==> src/rtl/rtp_receiver_statistics_assert.svh <==
// Assertion macros shared by the RTP receiver statistics RTL.
`ifndef RTP_RECEIVER_STATISTICS_ASSERT_SVH
`define RTP_RECEIVER_STATISTICS_ASSERT_SVH

// Same-cycle implication, disabled while reset is high.
`define RTPRS_ASSERT_IMP(lbl, clk, rst, ante, cons) \
   lbl: assert property (@(posedge clk) disable iff (rst) (ante) |-> (cons)) \
      else $error("rtprs assertion failed");

// Next-cycle implication, disabled while reset is high.
`define RTPRS_ASSERT_NXT(lbl, clk, rst, ante, cons) \
   lbl: assert property (@(posedge clk) disable iff (rst) (ante) |=> (cons)) \
      else $error("rtprs assertion failed");

`endif

==> src/rtl/rtprs_pkg.sv <==
// Types and constants of the RTP receiver statistics block.
package rtprs_pkg;

   localparam int QueueDepth = 4;
   localparam int QueueIdxW  = $clog2(QueueDepth);
   localparam int QueueCntW  = $clog2(QueueDepth + 1);
   localparam int CsrAddrW   = 4;

   localparam logic [1:0]  RtpVersion     = 2'd2;
   localparam logic [3:0]  NoCsrc         = 4'd0;
   localparam logic [23:0] ClockRateReset = 24'd90000;
   localparam logic [31:0] JitterRound    = 32'd8;
   localparam int          JitterShift    = 4;

   typedef enum logic [2:0] {
      STATUS_OK            = 3'd0,
      STATUS_BAD_VERSION   = 3'd1,
      STATUS_CSRC_PRESENT  = 3'd2,
      STATUS_PT_MISMATCH   = 3'd3,
      STATUS_SSRC_MISMATCH = 3'd4
   } status_type;

   typedef enum logic [1:0] {
      REG_PAYLOAD_TYPE = 2'd0,
      REG_CLOCK_RATE   = 2'd1,
      REG_SENDER_SSRC  = 2'd2,
      REG_START_TS     = 2'd3
   } reg_index_type;

   typedef enum logic [1:0] {
      BK_CLASSIFY = 2'd0,
      BK_SCALE    = 2'd1,
      BK_TRANSIT  = 2'd2,
      BK_UPDATE   = 2'd3
   } back_state_type;

   typedef struct packed {
      logic [6:0]  expected_pt;
      logic [23:0] clock_rate;
      logic [31:0] sender_ssrc;
      logic [31:0] start_ts;
   } cfg_type;

   // One classified header as it travels from front to back.
   typedef struct packed {
      status_type  status;     // OK here means the version, CSRC and payload type checks passed
      logic        ssrc_ok;
      logic        marker;
      logic [6:0]  pt;
      logic        padding;
      logic        extension;
      logic [15:0] seq;
      logic [31:0] ts;
      logic [31:0] sec;
      logic [23:0] frac_units;
   } entry_type;

endpackage

==> src/rtl/rtp_receiver_statistics.sv <==
// Top level of the RTP receiver statistics block.
//
//  channel  direction  handshake              carries
//  req_     in         req_valid / req_stall  one RTP fixed header plus NTP arrival time
//  rsp_     out        rsp_valid / rsp_stall  status, decoded header, jitter, counters
//  APB      in/out     psel / penable         four configuration registers at 4*i
//
// The back end takes each header through classify, scale multiply, transit and
// update in turn, and takes no new header until it has loaded the last result.
// The front register and a 4-entry queue keep taking headers while the back works
// or while a finished result waits under rsp_stall.
// Reset is synchronous; it clears all counters and the jitter and loads the
// register defaults. There is no clearing pass.
module rtp_receiver_statistics import rtprs_pkg::*; (
   input  logic                clock,
   input  logic                reset,
   // header input
   input  logic                req_valid,
   output logic                req_stall,
   input  logic [31:0]         req_header_word,
   input  logic [31:0]         req_media_timestamp,
   input  logic [31:0]         req_source_id,
   input  logic [31:0]         req_arrival_seconds,
   input  logic [31:0]         req_arrival_fraction,
   // statistics output
   output logic                rsp_valid,
   input  logic                rsp_stall,
   output logic [2:0]          rsp_status,
   output logic                rsp_marker_bit,
   output logic [6:0]          rsp_payload_kind,
   output logic                rsp_padding_bit,
   output logic                rsp_extension_bit,
   output logic [15:0]         rsp_sequence_number,
   output logic [31:0]         rsp_jitter_scaled,
   output logic [31:0]         rsp_packets_received,
   output logic [31:0]         rsp_packets_expected,
   output logic [31:0]         rsp_packets_lost,
   output logic [31:0]         rsp_sequence_cycles,
   output logic [31:0]         rsp_arrival_in_media_units,
   // configuration
   input  logic                psel,
   input  logic                penable,
   input  logic                pwrite,
   input  logic [CsrAddrW-1:0] paddr,
   input  logic [31:0]         pwdata,
   output logic [31:0]         prdata,
   output logic                pready
);

   cfg_type   cfg;
   entry_type front_entry, queue_head;
   logic      push, pop, q_full, q_empty;

   rtprs_csr u_csr (
      .clock   (clock),
      .reset   (reset),
      .psel    (psel),
      .penable (penable),
      .pwrite  (pwrite),
      .paddr   (paddr),
      .pwdata  (pwdata),
      .prdata  (prdata),
      .pready  (pready),
      .cfg     (cfg)
   );

   // front: version, CSRC and payload type checks, fraction scaling
   rtprs_front u_front (
      .clock                (clock),
      .reset                (reset),
      .cfg                  (cfg),
      .req_valid            (req_valid),
      .req_stall            (req_stall),
      .req_header_word      (req_header_word),
      .req_media_timestamp  (req_media_timestamp),
      .req_source_id        (req_source_id),
      .req_arrival_seconds  (req_arrival_seconds),
      .req_arrival_fraction (req_arrival_fraction),
      .q_full               (q_full),
      .push                 (push),
      .entry                (front_entry)
   );

   rtprs_queue u_queue (
      .clock      (clock),
      .reset      (reset),
      .push       (push),
      .push_entry (front_entry),
      .pop        (pop),
      .head       (queue_head),
      .full       (q_full),
      .empty      (q_empty)
   );

   // back: stateful checks, jitter and loss accounting, result register
   rtprs_back u_back (
      .clock                      (clock),
      .reset                      (reset),
      .cfg                        (cfg),
      .q_empty                    (q_empty),
      .head                       (queue_head),
      .pop                        (pop),
      .rsp_valid                  (rsp_valid),
      .rsp_stall                  (rsp_stall),
      .rsp_status                 (rsp_status),
      .rsp_marker_bit             (rsp_marker_bit),
      .rsp_payload_kind           (rsp_payload_kind),
      .rsp_padding_bit            (rsp_padding_bit),
      .rsp_extension_bit          (rsp_extension_bit),
      .rsp_sequence_number        (rsp_sequence_number),
      .rsp_jitter_scaled          (rsp_jitter_scaled),
      .rsp_packets_received       (rsp_packets_received),
      .rsp_packets_expected       (rsp_packets_expected),
      .rsp_packets_lost           (rsp_packets_lost),
      .rsp_sequence_cycles        (rsp_sequence_cycles),
      .rsp_arrival_in_media_units (rsp_arrival_in_media_units)
   );

endmodule

==> src/rtl/rtprs_csr.sv <==
// Configuration registers behind the APB-style port.
module rtprs_csr import rtprs_pkg::*; (
   input  logic                clock,
   input  logic                reset,
   input  logic                psel,
   input  logic                penable,
   input  logic                pwrite,
   input  logic [CsrAddrW-1:0] paddr,
   input  logic [31:0]         pwdata,
   output logic [31:0]         prdata,
   output logic                pready,
   output cfg_type             cfg
);

   cfg_type       cfg_ff, cfg_in;
   reg_index_type index;
   logic          wr_en;

   assign index  = reg_index_type'(paddr[CsrAddrW-1:2]);
   assign wr_en  = psel && penable && pwrite;
   assign pready = 1'b1;
   assign cfg    = cfg_ff;

   always_comb begin
      cfg_in = cfg_ff;
      if (wr_en) begin
         unique case (index)
            REG_PAYLOAD_TYPE: cfg_in.expected_pt = pwdata[6:0];
            REG_CLOCK_RATE:   cfg_in.clock_rate  = pwdata[23:0];
            REG_SENDER_SSRC:  cfg_in.sender_ssrc = pwdata;
            REG_START_TS:     cfg_in.start_ts    = pwdata;
            default:          cfg_in = cfg_ff;
         endcase
      end
   end

   always_comb begin
      unique case (index)
         REG_PAYLOAD_TYPE: prdata = {25'd0, cfg_ff.expected_pt};
         REG_CLOCK_RATE:   prdata = {8'd0, cfg_ff.clock_rate};
         REG_SENDER_SSRC:  prdata = cfg_ff.sender_ssrc;
         REG_START_TS:     prdata = cfg_ff.start_ts;
         default:          prdata = '0;
      endcase
   end

   always_ff @(posedge clock) begin
      if (reset) begin
         cfg_ff.expected_pt <= '0;
         cfg_ff.clock_rate  <= ClockRateReset;
         cfg_ff.sender_ssrc <= '0;
         cfg_ff.start_ts    <= '0;
      end else begin
         cfg_ff <= cfg_in;
      end
   end

endmodule

==> src/rtl/rtprs_front.sv <==
// Front end: takes headers, checks the stateless fields, scales the fraction.
module rtprs_front import rtprs_pkg::*; (
   input  logic        clock,
   input  logic        reset,
   input  cfg_type     cfg,
   input  logic        req_valid,
   output logic        req_stall,
   input  logic [31:0] req_header_word,
   input  logic [31:0] req_media_timestamp,
   input  logic [31:0] req_source_id,
   input  logic [31:0] req_arrival_seconds,
   input  logic [31:0] req_arrival_fraction,
   input  logic        q_full,
   output logic        push,
   output entry_type   entry
);

   logic        valid_ff, valid_in;
   logic [31:0] hw_ff, ts_ff, ssrc_ff, sec_ff, frac_ff;
   logic        accept;
   logic [29:0] frac_prod;
   status_type  status;

   assign req_stall = valid_ff && q_full;
   assign accept    = req_valid && !req_stall;
   assign push      = valid_ff && !q_full;
   assign valid_in  = accept || (valid_ff && q_full);

   // top six fraction bits times the tick rate, in 1/64 ticks
   assign frac_prod = {24'd0, frac_ff[31:26]} * {6'd0, cfg.clock_rate};

   always_comb begin
      priority if (hw_ff[31:30] != RtpVersion)       status = STATUS_BAD_VERSION;
      else if (hw_ff[27:24] != NoCsrc)               status = STATUS_CSRC_PRESENT;
      else if (hw_ff[22:16] != cfg.expected_pt)      status = STATUS_PT_MISMATCH;
      else                                           status = STATUS_OK;
   end

   always_comb begin
      entry.status     = status;
      entry.ssrc_ok    = (cfg.sender_ssrc == '0) || (cfg.sender_ssrc == ssrc_ff);
      entry.marker     = hw_ff[23];
      entry.pt         = hw_ff[22:16];
      entry.padding    = hw_ff[29];
      entry.extension  = hw_ff[28];
      entry.seq        = hw_ff[15:0];
      entry.ts         = ts_ff;
      entry.sec        = sec_ff;
      entry.frac_units = frac_prod[29:6];
   end

   always_ff @(posedge clock) begin
      if (reset) begin
         valid_ff <= 1'b0;
      end else begin
         valid_ff <= valid_in;
      end
   end

   always_ff @(posedge clock) begin
      if (accept) begin
         hw_ff   <= req_header_word;
         ts_ff   <= req_media_timestamp;
         ssrc_ff <= req_source_id;
         sec_ff  <= req_arrival_seconds;
         frac_ff <= req_arrival_fraction;
      end
   end

endmodule

==> src/rtl/rtprs_queue.sv <==
// Small FIFO of classified headers between front and back.
`include "rtp_receiver_statistics_assert.svh"

module rtprs_queue import rtprs_pkg::*; (
   input  logic      clock,
   input  logic      reset,
   input  logic      push,
   input  entry_type push_entry,
   input  logic      pop,
   output entry_type head,
   output logic      full,
   output logic      empty
);

   entry_type              mem_ff [QueueDepth];
   logic [QueueIdxW-1:0]   wr_ptr_ff, wr_ptr_in;
   logic [QueueIdxW-1:0]   rd_ptr_ff, rd_ptr_in;
   logic [QueueCntW-1:0]   count_ff, count_in;

   function automatic logic [QueueIdxW-1:0] next_ptr(input logic [QueueIdxW-1:0] p);
      if (p == QueueIdxW'(QueueDepth - 1)) return '0;
      else return p + 1'b1;
   endfunction

   assign full  = (count_ff == QueueCntW'(QueueDepth));
   assign empty = (count_ff == '0);
   assign head  = mem_ff[rd_ptr_ff];

   always_comb begin
      wr_ptr_in = push ? next_ptr(wr_ptr_ff) : wr_ptr_ff;
      rd_ptr_in = pop  ? next_ptr(rd_ptr_ff) : rd_ptr_ff;
      count_in  = count_ff;
      if (push && !pop) count_in = count_ff + 1'b1;
      else if (pop && !push) count_in = count_ff - 1'b1;
   end

   always_ff @(posedge clock) begin
      if (reset) begin
         wr_ptr_ff <= '0;
         rd_ptr_ff <= '0;
         count_ff  <= '0;
      end else begin
         wr_ptr_ff <= wr_ptr_in;
         rd_ptr_ff <= rd_ptr_in;
         count_ff  <= count_in;
      end
   end

   always_ff @(posedge clock) begin
      if (push) mem_ff[wr_ptr_ff] <= push_entry;
   end

   `RTPRS_ASSERT_IMP(a_no_overflow, clock, reset, push, !full)
   `RTPRS_ASSERT_IMP(a_no_underflow, clock, reset, pop, !empty)

endmodule

==> src/rtl/rtprs_back.sv <==
// Back end: SSRC check, time scaling, jitter and sequence counters.
`include "rtp_receiver_statistics_assert.svh"

module rtprs_back import rtprs_pkg::*; (
   input  logic        clock,
   input  logic        reset,
   input  cfg_type     cfg,
   input  logic        q_empty,
   input  entry_type   head,
   output logic        pop,
   output logic        rsp_valid,
   input  logic        rsp_stall,
   output logic [2:0]  rsp_status,
   output logic        rsp_marker_bit,
   output logic [6:0]  rsp_payload_kind,
   output logic        rsp_padding_bit,
   output logic        rsp_extension_bit,
   output logic [15:0] rsp_sequence_number,
   output logic [31:0] rsp_jitter_scaled,
   output logic [31:0] rsp_packets_received,
   output logic [31:0] rsp_packets_expected,
   output logic [31:0] rsp_packets_lost,
   output logic [31:0] rsp_sequence_cycles,
   output logic [31:0] rsp_arrival_in_media_units
);

   back_state_type state_ff, state_in;

   // stream state
   logic        time_base_set_ff, time_base_set_in;
   logic [31:0] base_seconds_ff, base_seconds_in;
   logic        start_known_ff, start_known_in;
   logic [15:0] last_seq_ff, last_seq_in;
   logic [31:0] last_transit_ff, last_transit_in;
   logic [31:0] jitter_ff, jitter_in;
   logic [31:0] received_ff, received_in;
   logic [31:0] expected_ff, expected_in;
   logic [31:0] lost_ff, lost_in;
   logic [31:0] wraps_ff, wraps_in;

   // item in flight
   entry_type   item_ff, item_in;
   status_type  status_ff, status_in;
   logic        first_ff, first_in;
   logic [31:0] diff_ff, diff_in;
   logic [31:0] arrival_ff, arrival_in;
   logic [31:0] delta_abs_ff, delta_abs_in;

   // result register
   logic        out_valid_ff, out_valid_in;
   logic        load;
   status_type  out_status_ff;
   entry_type   out_item_ff;
   logic [31:0] out_jitter_ff, out_received_ff, out_expected_ff, out_lost_ff;
   logic [31:0] out_wraps_ff, out_arrival_ff;

   // helpers
   logic        pt_pass, item_ok;
   logic [55:0] scale_prod;
   logic [31:0] transit, delta, jitter_round;
   logic [15:0] eff_last, back_dist, fwd_dist;
   logic        out_reject, out_held;

   assign item_ok      = (status_ff == STATUS_OK);
   assign pt_pass      = (head.status == STATUS_OK);
   assign scale_prod   = {32'd0, cfg.clock_rate} * {24'd0, diff_ff};
   assign transit      = arrival_ff - item_ff.ts;
   assign delta        = transit - last_transit_ff;
   assign jitter_round = (jitter_ff + JitterRound) >> JitterShift;
   assign eff_last     = first_ff ? (item_ff.seq - 1'b1) : last_seq_ff;
   assign back_dist    = eff_last - item_ff.seq;
   assign fwd_dist     = item_ff.seq - eff_last;

   always_comb begin
      state_in         = state_ff;
      time_base_set_in = time_base_set_ff;
      base_seconds_in  = base_seconds_ff;
      start_known_in   = start_known_ff;
      last_seq_in      = last_seq_ff;
      last_transit_in  = last_transit_ff;
      jitter_in        = jitter_ff;
      received_in      = received_ff;
      expected_in      = expected_ff;
      lost_in          = lost_ff;
      wraps_in         = wraps_ff;
      item_in          = item_ff;
      status_in        = status_ff;
      first_in         = first_ff;
      diff_in          = diff_ff;
      arrival_in       = arrival_ff;
      delta_abs_in     = delta_abs_ff;
      pop              = 1'b0;
      load             = 1'b0;

      unique case (state_ff)
         BK_CLASSIFY: begin
            if (!q_empty) begin
               pop     = 1'b1;
               item_in = head;
               // start timestamp learning happens on a payload type pass, SSRC outcome aside
               if (pt_pass && (cfg.start_ts == '0) && !start_known_ff) begin
                  start_known_in = 1'b1;
                  wraps_in       = '0;
               end
               if (pt_pass && !time_base_set_ff && !head.ssrc_ok)
                  status_in = STATUS_SSRC_MISMATCH;
               else
                  status_in = head.status;
               first_in = pt_pass && head.ssrc_ok && !time_base_set_ff;
               if (pt_pass && (head.ssrc_ok || time_base_set_ff) && !time_base_set_ff) begin
                  time_base_set_in = 1'b1;
                  base_seconds_in  = head.sec;
               end
               diff_in  = time_base_set_ff ? (head.sec - base_seconds_ff) : '0;
               state_in = BK_SCALE;
            end
         end
         BK_SCALE: begin
            arrival_in = {8'd0, item_ff.frac_units} + scale_prod[31:0];
            state_in   = BK_TRANSIT;
         end
         BK_TRANSIT: begin
            delta_abs_in = delta[31] ? (32'd0 - delta) : delta;
            if (item_ok) last_transit_in = transit;
            state_in = BK_UPDATE;
         end
         BK_UPDATE: begin
            if (!out_valid_ff || !rsp_stall) begin
               load = 1'b1;
               if (item_ok) begin
                  if ((item_ff.seq < eff_last) && back_dist[15])
                     wraps_in = wraps_ff + 1'b1;
                  jitter_in = jitter_ff + delta_abs_ff - jitter_round;
                  received_in = received_ff + 1'b1;
                  if (fwd_dist == 16'd1) begin
                     expected_in = expected_ff + 1'b1;
                  end else if (fwd_dist != 16'd0) begin
                     expected_in = expected_ff + {16'd0, fwd_dist};
                     lost_in     = lost_ff + {16'd0, fwd_dist};
                  end
                  last_seq_in = item_ff.seq;
               end
               state_in = BK_CLASSIFY;
            end
         end
         default: state_in = BK_CLASSIFY;
      endcase
   end

   assign out_valid_in = load || (out_valid_ff && rsp_stall);

   always_ff @(posedge clock) begin
      if (reset) begin
         state_ff         <= BK_CLASSIFY;
         out_valid_ff     <= 1'b0;
         time_base_set_ff <= 1'b0;
         base_seconds_ff  <= '0;
         start_known_ff   <= 1'b0;
         last_seq_ff      <= '0;
         last_transit_ff  <= '0;
         jitter_ff        <= '0;
         received_ff      <= '0;
         expected_ff      <= '0;
         lost_ff          <= '0;
         wraps_ff         <= '0;
      end else begin
         state_ff         <= state_in;
         out_valid_ff     <= out_valid_in;
         time_base_set_ff <= time_base_set_in;
         base_seconds_ff  <= base_seconds_in;
         start_known_ff   <= start_known_in;
         last_seq_ff      <= last_seq_in;
         last_transit_ff  <= last_transit_in;
         jitter_ff        <= jitter_in;
         received_ff      <= received_in;
         expected_ff      <= expected_in;
         lost_ff          <= lost_in;
         wraps_ff         <= wraps_in;
      end
   end

   always_ff @(posedge clock) begin
      item_ff      <= item_in;
      status_ff    <= status_in;
      first_ff     <= first_in;
      diff_ff      <= diff_in;
      arrival_ff   <= arrival_in;
      delta_abs_ff <= delta_abs_in;
      if (load) begin
         out_status_ff   <= status_ff;
         out_item_ff     <= item_ff;
         out_jitter_ff   <= jitter_in;
         out_received_ff <= received_in;
         out_expected_ff <= expected_in;
         out_lost_ff     <= lost_in;
         out_wraps_ff    <= wraps_in;
         out_arrival_ff  <= item_ok ? arrival_ff : '0;
      end
   end

   assign rsp_valid                  = out_valid_ff;
   assign rsp_status                 = out_status_ff;
   assign rsp_marker_bit             = out_item_ff.marker;
   assign rsp_payload_kind           = out_item_ff.pt;
   assign rsp_padding_bit            = out_item_ff.padding;
   assign rsp_extension_bit          = out_item_ff.extension;
   assign rsp_sequence_number        = out_item_ff.seq;
   assign rsp_jitter_scaled          = out_jitter_ff;
   assign rsp_packets_received       = out_received_ff;
   assign rsp_packets_expected       = out_expected_ff;
   assign rsp_packets_lost           = out_lost_ff;
   assign rsp_sequence_cycles        = out_wraps_ff;
   assign rsp_arrival_in_media_units = out_arrival_ff;

   assign out_reject = out_valid_ff && (out_status_ff != STATUS_OK);
   assign out_held   = (state_ff == BK_UPDATE) && out_valid_ff && rsp_stall;

   `RTPRS_ASSERT_IMP(a_reject_no_arrival, clock, reset, out_reject, out_arrival_ff == '0)
   `RTPRS_ASSERT_NXT(a_update_holds, clock, reset, out_held, state_ff == BK_UPDATE)

endmodule
==> config.mk <==
export PLATFORM = sky130hd
export DESIGN_NAME = rtp_receiver_statistics
export DESIGN_NICKNAME = d
export VERILOG_FILES = /design/src/rtl/rtprs_pkg.sv /design/src/rtl/rtp_receiver_statistics.sv /design/src/rtl/rtprs_csr.sv /design/src/rtl/rtprs_front.sv /design/src/rtl/rtprs_queue.sv /design/src/rtl/rtprs_back.sv
export VERILOG_INCLUDE_DIRS = /design/src /design/src/rtl
export SDC_FILE = /design/constraint.sdc
export NUM_CORES = 2
export LEC_CHECK = 0
export ABC_AREA = 0
export BUFFER_PORTS_ARGS = -buffer_cell sky130_fd_sc_hd__buf_2
export CAP_MARGIN = 0
export CORE_UTILIZATION = 62
export CTS_BUF_LIST = sky130_fd_sc_hd__clkbuf_8
export CTS_CLUSTER_DIAMETER = 200
export CTS_CLUSTER_SIZE = 25
export DETAILED_ROUTE_END_ITERATION = 7
export PLACE_DENSITY_LB_ADDON = 0.08
export SLEW_MARGIN = 40
export SYNTH_ARGS = -nofsm -noshare
export SYNTH_HDL_FRONTEND = slang
export SYNTH_SLANG_ARGS = --single-unit
==> constraint.sdc <==
create_clock -name clock -period 40.8 [get_ports clock]
set_input_delay 0 -clock clock [delete_from_list [all_inputs] [get_ports clock]]
set_output_delay 0 -clock clock [all_outputs]
set_load 0.005 [all_outputs]
== Word level (Yosys, flattened, before mapping) ==
Memory sizes are Yosys's and may differ from the RTL's. A register that Yosys moved wholly into a read port is not among the register bits.
Index checks and enable logic that the tools add are counted.

* Add/sub/neg operators: 20
* $mul: 2
* Order comparisons: 1
* Eq/ne operators: 15
* Mux-type cells: 43
* Bitwise gates (word level): 1
* Reduce and logical (&&, ||, !) cells: 51

{| class="wikitable"
|+ Operators with widths
! operator !! number
|-
| two-way mux 32 bit || 21
|-
| one-hot mux 32 bit (4 select lines) || 1
|-
| adder 32 x 1 -> 32 bit (second input constant) || 3
|-
| subtractor 32 bit || 3
|-
| adder 32 x 16 -> 32 bit || 2
|-
| zero test 32 bit || 2
|-
| one-hot mux 32 bit (2 select lines) || 1
|-
| adder 24 x 32 -> 32 bit || 1
|-
| adder 32 bit || 1
|-
| adder 32 x 4 -> 32 bit (second input constant) || 1
|-
| == test 32 bit || 1
|-
| multiplier 24 x 32 -> 32 bit || 1
|-
| subtractor 1 x 32 -> 32 bit (first input constant) || 1
|-
| subtractor 16 bit || 2
|-
| subtractor 32 x 28 -> 32 bit || 1
|-
| two-way mux 31 bit || 1
|-
| multiplier 6 x 24 -> 30 bit || 1
|-
| logical AND 1 bit || 17
|-
| == test 16 x 1 -> 1 bit (second input constant) || 1
|-
| less-than comparator 16 bit || 1
|-
| two-way mux 16 bit || 1
|-
| nonzero test 16 bit || 1
|-
| subtractor 16 x 1 -> 16 bit (second input constant) || 1
|-
| two-way mux 2 bit || 7
|-
| 21 further kinds || 60
|}

* Register bits: 911
* Memory bits (writable): 472
* Input port bits: 203
* Output and inout port bits: 256
* Logic and storage cells: 184
* Memories kept: 1

{| class="wikitable"
|+ Memories
! name !! depth !! bits a word !! read ports !! clocked after memory_dff !! write ports !! RTL line !! RTL
|-
| u_queue.mem_ff || 4 || 118 || 1 || 1 || 1 || rtprs_queue.sv:15 || <nowiki>entry_type mem_ff [QueueDepth];</nowiki>
|}

== Logic depth before layout (Yosys ltp) ==
* Depth in word-level cells: 9
* Gate-level depth with buffers: 29

== Hierarchy ==
Synthesis repeated with hierarchy kept, for this count alone.

* Cell total of the unflattened synthesis: 7,072
* Area total of the unflattened synthesis: 81,370.5 um^2

{| class="wikitable"
|+ Modules (own cells, without submodules)
! module !! times used !! cells an instance !! area an instance (um^2)
|-
| rtprs_back || 1 || 5,175 || 50,016.7
|-
| rtprs_queue || 1 || 660 || 17,419.2
|-
| rtprs_front || 1 || 771 || 9,354.0
|-
| rtprs_csr || 1 || 466 || 4,580.6
|}

== Worst setup path after synthesis ==
OpenSTA, ideal clock, no wires.

* Path type: reg2reg
* Start: register u_back.state_ff[0]
* End: register u_back.out_lost_ff[10] (netlist: u_back.rsp_packets_lost[10]) (data pin)
* Arrival time: 13.254 ns
* Data required time: 40.538 ns
* Path slack: 27.284 ns
* Cell stages (with the launch flop): 9
* Buffers on the path: 2
* Clock period less this slack: 13.516 ns
* Cells stage by stage: dfxtp_1 -> ha_1 -> inv_1 -> a21oi_1 -> nand2_1 -> clkbuf_1 -> nor2_1 -> buf_2 -> mux2_2

* Longest elaborated chain between the ends: 2

{| class="wikitable"
|+ Ends and longest elaborated chain
! element !! RTL line !! RTL
|-
| start, declared || rtprs_back.sv:27 || <nowiki>back_state_type state_ff, state_in;</nowiki>
|-
| start signal, assigned || rtprs_back.sv:167 || <nowiki>state_ff <= state_in;</nowiki>
|-
| == test 2 bit || -- ||
|-
| two-way mux 32 bit || rtprs_back.sv:95 || <nowiki>unique case (state_ff)</nowiki>
|-
| net u_back.lost_in[10] || rtprs_back.sv:38 || <nowiki>logic [31:0] lost_ff, lost_in;</nowiki>
|-
| end signal, assigned || rtprs_back.sv:195 || <nowiki>out_lost_ff <= lost_in;</nowiki>
|-
| end, declared || rtprs_back.sv:54 || <nowiki>logic [31:0] out_jitter_ff, out_received_ff, out_expected_ff, out_lost_ff;</nowiki>
|}

The timed path passes the listed nets, and every way through them passes these cells.
A chain may end at the register's enable or synchronous reset.

== Final worst setup path ==
* Start: register u_csr.cfg_ff (netlist bit u_csr.cfg[66])
* End: register u_back.arrival_ff[30] (data pin)

* Longest elaborated chain between the ends: 2

{| class="wikitable"
|+ Ends and longest elaborated chain
! element !! RTL line !! RTL
|-
| start, declared || rtprs_csr.sv:15 || <nowiki>cfg_type cfg_ff, cfg_in;</nowiki>
|-
| start signal, assigned || rtprs_csr.sv:54 || <nowiki>cfg_ff <= cfg_in;</nowiki>
|-
| multiplier 24 x 32 -> 32 bit || rtprs_back.sv:66 || <nowiki>assign scale_prod = {32'd0, cfg.clock_rate} * {24'd0, diff_ff};</nowiki>
|-
| adder 24 x 32 -> 32 bit || rtprs_back.sv:119 || <nowiki>arrival_in = {8'd0, item_ff.frac_units} + scale_prod[31:0];</nowiki>
|-
| end signal, assigned || rtprs_back.sv:187 || <nowiki>arrival_ff <= arrival_in;</nowiki>
|-
| end, declared || rtprs_back.sv:46 || <nowiki>logic [31:0] arrival_ff, arrival_in;</nowiki>
|}

No other way between the ends.

==> qor.txt <==
Die height -> 360 µm
Hold Fails Final Rpt -> 0
Post-route DRC -> 0
I/O pin count -> 459
Cell mode on critical path -> sky130_fd_sc_hd__fa_1
Largest net degree at the start of global routing -> 167
TritonCTS clock tree -> built
Max-cap violations -> 0
Number of gates resized after cts -> 0
Count of clock tree sinks -> 1355
Total number of H-tree levels -> 2
Register area -> 37200 µm²
Clock slew seen by the registers of the worst setup and hold paths -> 150 ps
Number of slew-limit violations in the final report -> 0
Slack of the worst reg-to-reg path -> 32990 ps
Critical Path AT -> 8420 ps
Total clock buffers created by CTS -> 60
Core Box Area -> 128000 µm²
Critical Setup Path Class -> flip-flop to flip-flop
Run status -> finished clean
Synth Warn # -> 0
Number of antenna violations at the first check in global routing -> 6
Count of routing violations after the opening detailed-route iteration -> 4190
Buffer and inverter count on the worst path -> 5
Final Instance Count excl. Fillers -> 9310
Multi-input gate area -> 38400 µm²
Register bank with the most flops -> u_queue.mem_ff
Flip-flop count of the largest register, all copies and words added -> 468
Share of synthesized flip-flops with an asynchronous set or reset -> 0
Total of flip-flops plus latches after synthesis -> 1355
Unrepaired setup endpoints after global routing -> no
Post-synthesis to final-layout area growth -> 10.8%
Detailed-route via count -> 53200
Placed wire-length estimate after detailed placement -> 132 mm
Max stage delay cell, worst path -> sky130_fd_sc_hd__dfxtp_1
DRT antenna net count -> 0
Total wirelength of the detailed-routed design -> 186 mm
Global-route wire length before repair -> 294 mm
Hold WC Path Type -> input pin to flip-flop
Die Outline Area -> 130000 µm²
Total nets after synthesis -> 8040
EDFF count, synth -> 1005
Worst Tran Pin Value -> 892 ps
Clock root cell -> sky130_fd_sc_hd__clkbuf_8
Global Route Usage Sum -> 0.287
Number of vias per cell after detailed routing -> 5.72
Via count of the first global-routing pass -> 53600
Slew Limit Headroom -> 0.402
Final total negative setup slack -> 0 ps
Count of placed standard cells including taps -> 8852
Top flip-flop cell by instance count after synthesis -> sky130_fd_sc_hd__edfxtp_1
Share of synthesized area occupied by flip-flops and latches -> 0.467
Adder and majority cell fraction of the synthesized area -> 0.189
Standard-cell row count -> 131
Port Buffers -> 429
Complex-gate fraction of the synthesized area -> 0.0755
Number of buffers between clock root and the deepest sink -> 3
Time the final worst path needs with I/O delays and setup -> 7810 ps
Fillers -> 9437
Post-Syn Area per Cell -> 11.4 µm²
Cell area after synthesis -> 79600 µm²
First drt pass iteration count -> 5
Layout Nets -> 8678
Max Fanout on Critical Path -> 30
Category of cells accounting for the largest share of critical-path delay -> adder cells
WP data required -> 41410 ps
CP Capture Type -> flip-flop
Proportion of layout cells with a drive suffix above 1 -> 0.107
Final cycle utilization of the critical path -> 0.191
Starting density of the core -> 0.624
Simple-gate portion of the synthesized area -> 0.125
Fraction of synthesized area in multiplexers -> 0.0477
Die outline width -> 360 µm
Yosys cell types -> 100
Overall overflow remaining after global route -> 0
Detailed-route wire length per cell -> 20.0 µm
Routability cong. -> 0.895
Later-pin clock latency in the skew report -> 870 ps
Worst path max stage delay -> 670 ps
Setup-failing EPs final -> 0
XOR/XNOR Fraction of Synth Area -> 0.0434
Highest clock frequency the design can meet -> 0.128 GHz
Max Clock Skew -> 65.6 ps
Largest family of logic cells by synthesized area -> adder cells
Syn Inst Count -> 6954
Nature of the critical path startpoint -> flip-flop
[through the flow]
stage / area (µm²) / setup WS, ps / hold WS [ps] / util
2_1_floorplan: 79600 / 27280 / 98.9 / -
3_3_place_gp: 83400 / 33020 / 176 / 0.654
3_5_place_dp: 83700 / 33000 / 178 / 0.656
4_1_cts: 88100 / 33010 / 23.9 / 0.691
5_1_grt: 88200 / 32540 / 99.2 / 0.692
6_report: 88200 / 32990 / 103 / 0.692
[logic make-up (layout without fill, tap and decap cells)]
family | after synthesis | in the layout
AO/OA/AOI/OAI | 962 | 962
multiplexers | 220 | 220
XOR/XNOR | 393 | 393
buffers and inverters | 1090 | 1779
AND/OR/NAND/NOR | 2050 | 2050
adder cells (fa/ha/maj) | 883 | 883
other | 1 | 6
flip-flops | 1355 | 1355
[cell usage in the layout, fill, tap and decap left out, types with 19 or more instances in the layout]
cell type and n:
sky130_fd_sc_hd__mux4_2 124, sky130_fd_sc_hd__or3_1 22, sky130_fd_sc_hd__inv_1 843, sky130_fd_sc_hd__and3_1 47, sky130_fd_sc_hd__ha_1 349, sky130_fd_sc_hd__clkbuf_8 60, sky130_fd_sc_hd__nand3_1 87, sky130_fd_sc_hd__dfxtp_1 348
sky130_fd_sc_hd__nor3_1 86, sky130_fd_sc_hd__o31ai_1 33, sky130_fd_sc_hd__xor2_1 156, sky130_fd_sc_hd__a21oi_1 390, sky130_fd_sc_hd__mux2_2 35, sky130_fd_sc_hd__o21a_1 42, sky130_fd_sc_hd__buf_2 428, sky130_fd_sc_hd__a211oi_1 28
sky130_fd_sc_hd__dlygate4sd3_1 338, sky130_fd_sc_hd__buf_4 77, sky130_fd_sc_hd__nor2b_1 152, sky130_fd_sc_hd__o21ai_0 158, sky130_fd_sc_hd__nor4_1 38, sky130_fd_sc_hd__fa_1 533, sky130_fd_sc_hd__a22o_1 19, sky130_fd_sc_hd__o21bai_1 25
sky130_fd_sc_hd__nor2_1 272, sky130_fd_sc_hd__edfxtp_1 1005, sky130_fd_sc_hd__nand2_1 849, sky130_fd_sc_hd__a31oi_1 35, sky130_fd_sc_hd__and2_1 323, sky130_fd_sc_hd__xnor2_1 235, sky130_fd_sc_hd__nand2b_1 24, sky130_fd_sc_hd__nand4_1 56
sky130_fd_sc_hd__mux2i_1 60, sky130_fd_sc_hd__a21o_1 97
[worst paths after layout]
kind	from	to	depth (start not counted)
max	u_csr.cfg[66]	u_back.arrival_ff[30]	26
min	penable	u_csr.cfg[88]	5
max reg2reg	u_csr.cfg[66]	u_back.arrival_ff[30]	26
min reg2reg	u_back.item_ff[105]	u_back.rsp_padding_bit	0
[layout make-up]
class / count / area share
antenna: 5 / 0.000142
inverter: 797 / 0.0340
tap: 1662 / 0.0236
multi-input combinational: 4509 / 0.435
clock inverter: 53 / 0.00275
timing repair buffer: 869 / 0.0732
sequential: 1355 / 0.422
clock buffer: 60 / 0.00936
[cells in the mapped netlist (10+ instances only)]
master | number | area, µm²
sky130_fd_sc_hd__nor2b_1 | 153 | 957
sky130_fd_sc_hd__inv_1 | 796 | 2990
sky130_fd_sc_hd__and3_1 | 48 | 300
sky130_fd_sc_hd__a31oi_1 | 35 | 219
sky130_fd_sc_hd__nand3b_1 | 17 | 128
sky130_fd_sc_hd__buf_2 | 10 | 50.1
sky130_fd_sc_hd__edfxtp_1 | 1005 | 30200
sky130_fd_sc_hd__a21boi_0 | 12 | 90.1
sky130_fd_sc_hd__xor2_1 | 156 | 1370
sky130_fd_sc_hd__nand4_1 | 56 | 350
sky130_fd_sc_hd__nand2_1 | 852 | 3200
sky130_fd_sc_hd__nor4_1 | 38 | 238
sky130_fd_sc_hd__o211ai_1 | 11 | 82.6
sky130_fd_sc_hd__nor2_1 | 276 | 1040
sky130_fd_sc_hd__or3_1 | 22 | 138
sky130_fd_sc_hd__a21oi_1 | 391 | 1960
sky130_fd_sc_hd__dfxtp_1 | 350 | 7010
sky130_fd_sc_hd__a21o_1 | 98 | 736
sky130_fd_sc_hd__mux2i_1 | 60 | 601
sky130_fd_sc_hd__o21a_1 | 42 | 315
sky130_fd_sc_hd__and2_1 | 328 | 2050
sky130_fd_sc_hd__a211oi_1 | 28 | 210
sky130_fd_sc_hd__clkbuf_1 | 253 | 950
sky130_fd_sc_hd__mux4_2 | 124 | 2790
sky130_fd_sc_hd__o31ai_1 | 33 | 248
sky130_fd_sc_hd__buf_1 | 23 | 86.3
sky130_fd_sc_hd__fa_1 | 533 | 10700
sky130_fd_sc_hd__ha_1 | 350 | 4380
sky130_fd_sc_hd__and4_1 | 14 | 123
sky130_fd_sc_hd__o21ai_0 | 158 | 791
sky130_fd_sc_hd__xnor2_1 | 235 | 2060
sky130_fd_sc_hd__nor3_1 | 88 | 440
sky130_fd_sc_hd__nand2b_1 | 24 | 150
sky130_fd_sc_hd__o21bai_1 | 25 | 188
sky130_fd_sc_hd__mux2_2 | 35 | 394
sky130_fd_sc_hd__a22o_1 | 19 | 166
sky130_fd_sc_hd__nand3_1 | 87 | 435
[worst register-to-register path: cells and delay by family (launching register included)]
kind / cells / cell delay [ps]
compound gates: 9 / 2210
mux: 1 / 210
simple gates: 3 / 530
fa+ha+maj: 8 / 3330
flops: 1 / 670
buf+inv: 5 / 620
[metal layers]
| metal | vias to the layer above | part of all wire | global-route usage |
|---|---|---|---|
| met3 | 304 | 0.046 | 0.0258 |
| met1 | 26500 | 0.42 | 0.378 |
| met4 | 0 | 0.039 | 0.104 |
| li1 | 24800 | - | - |
| met5 | - | 0 | 0 |
| met2 | 1599 | 0.50 | 0.500 |
[what timing repair did]
item,in CTS,in global routing
endpoints found under the hold margin,671,0
setup buffers,0,0
setup endpoints to repair,0,0
hold buffers,338,0
Power is left out: the tool's default activity adds up to more than one toggle a clock period on the data nets, which glitch-free logic cannot reach.
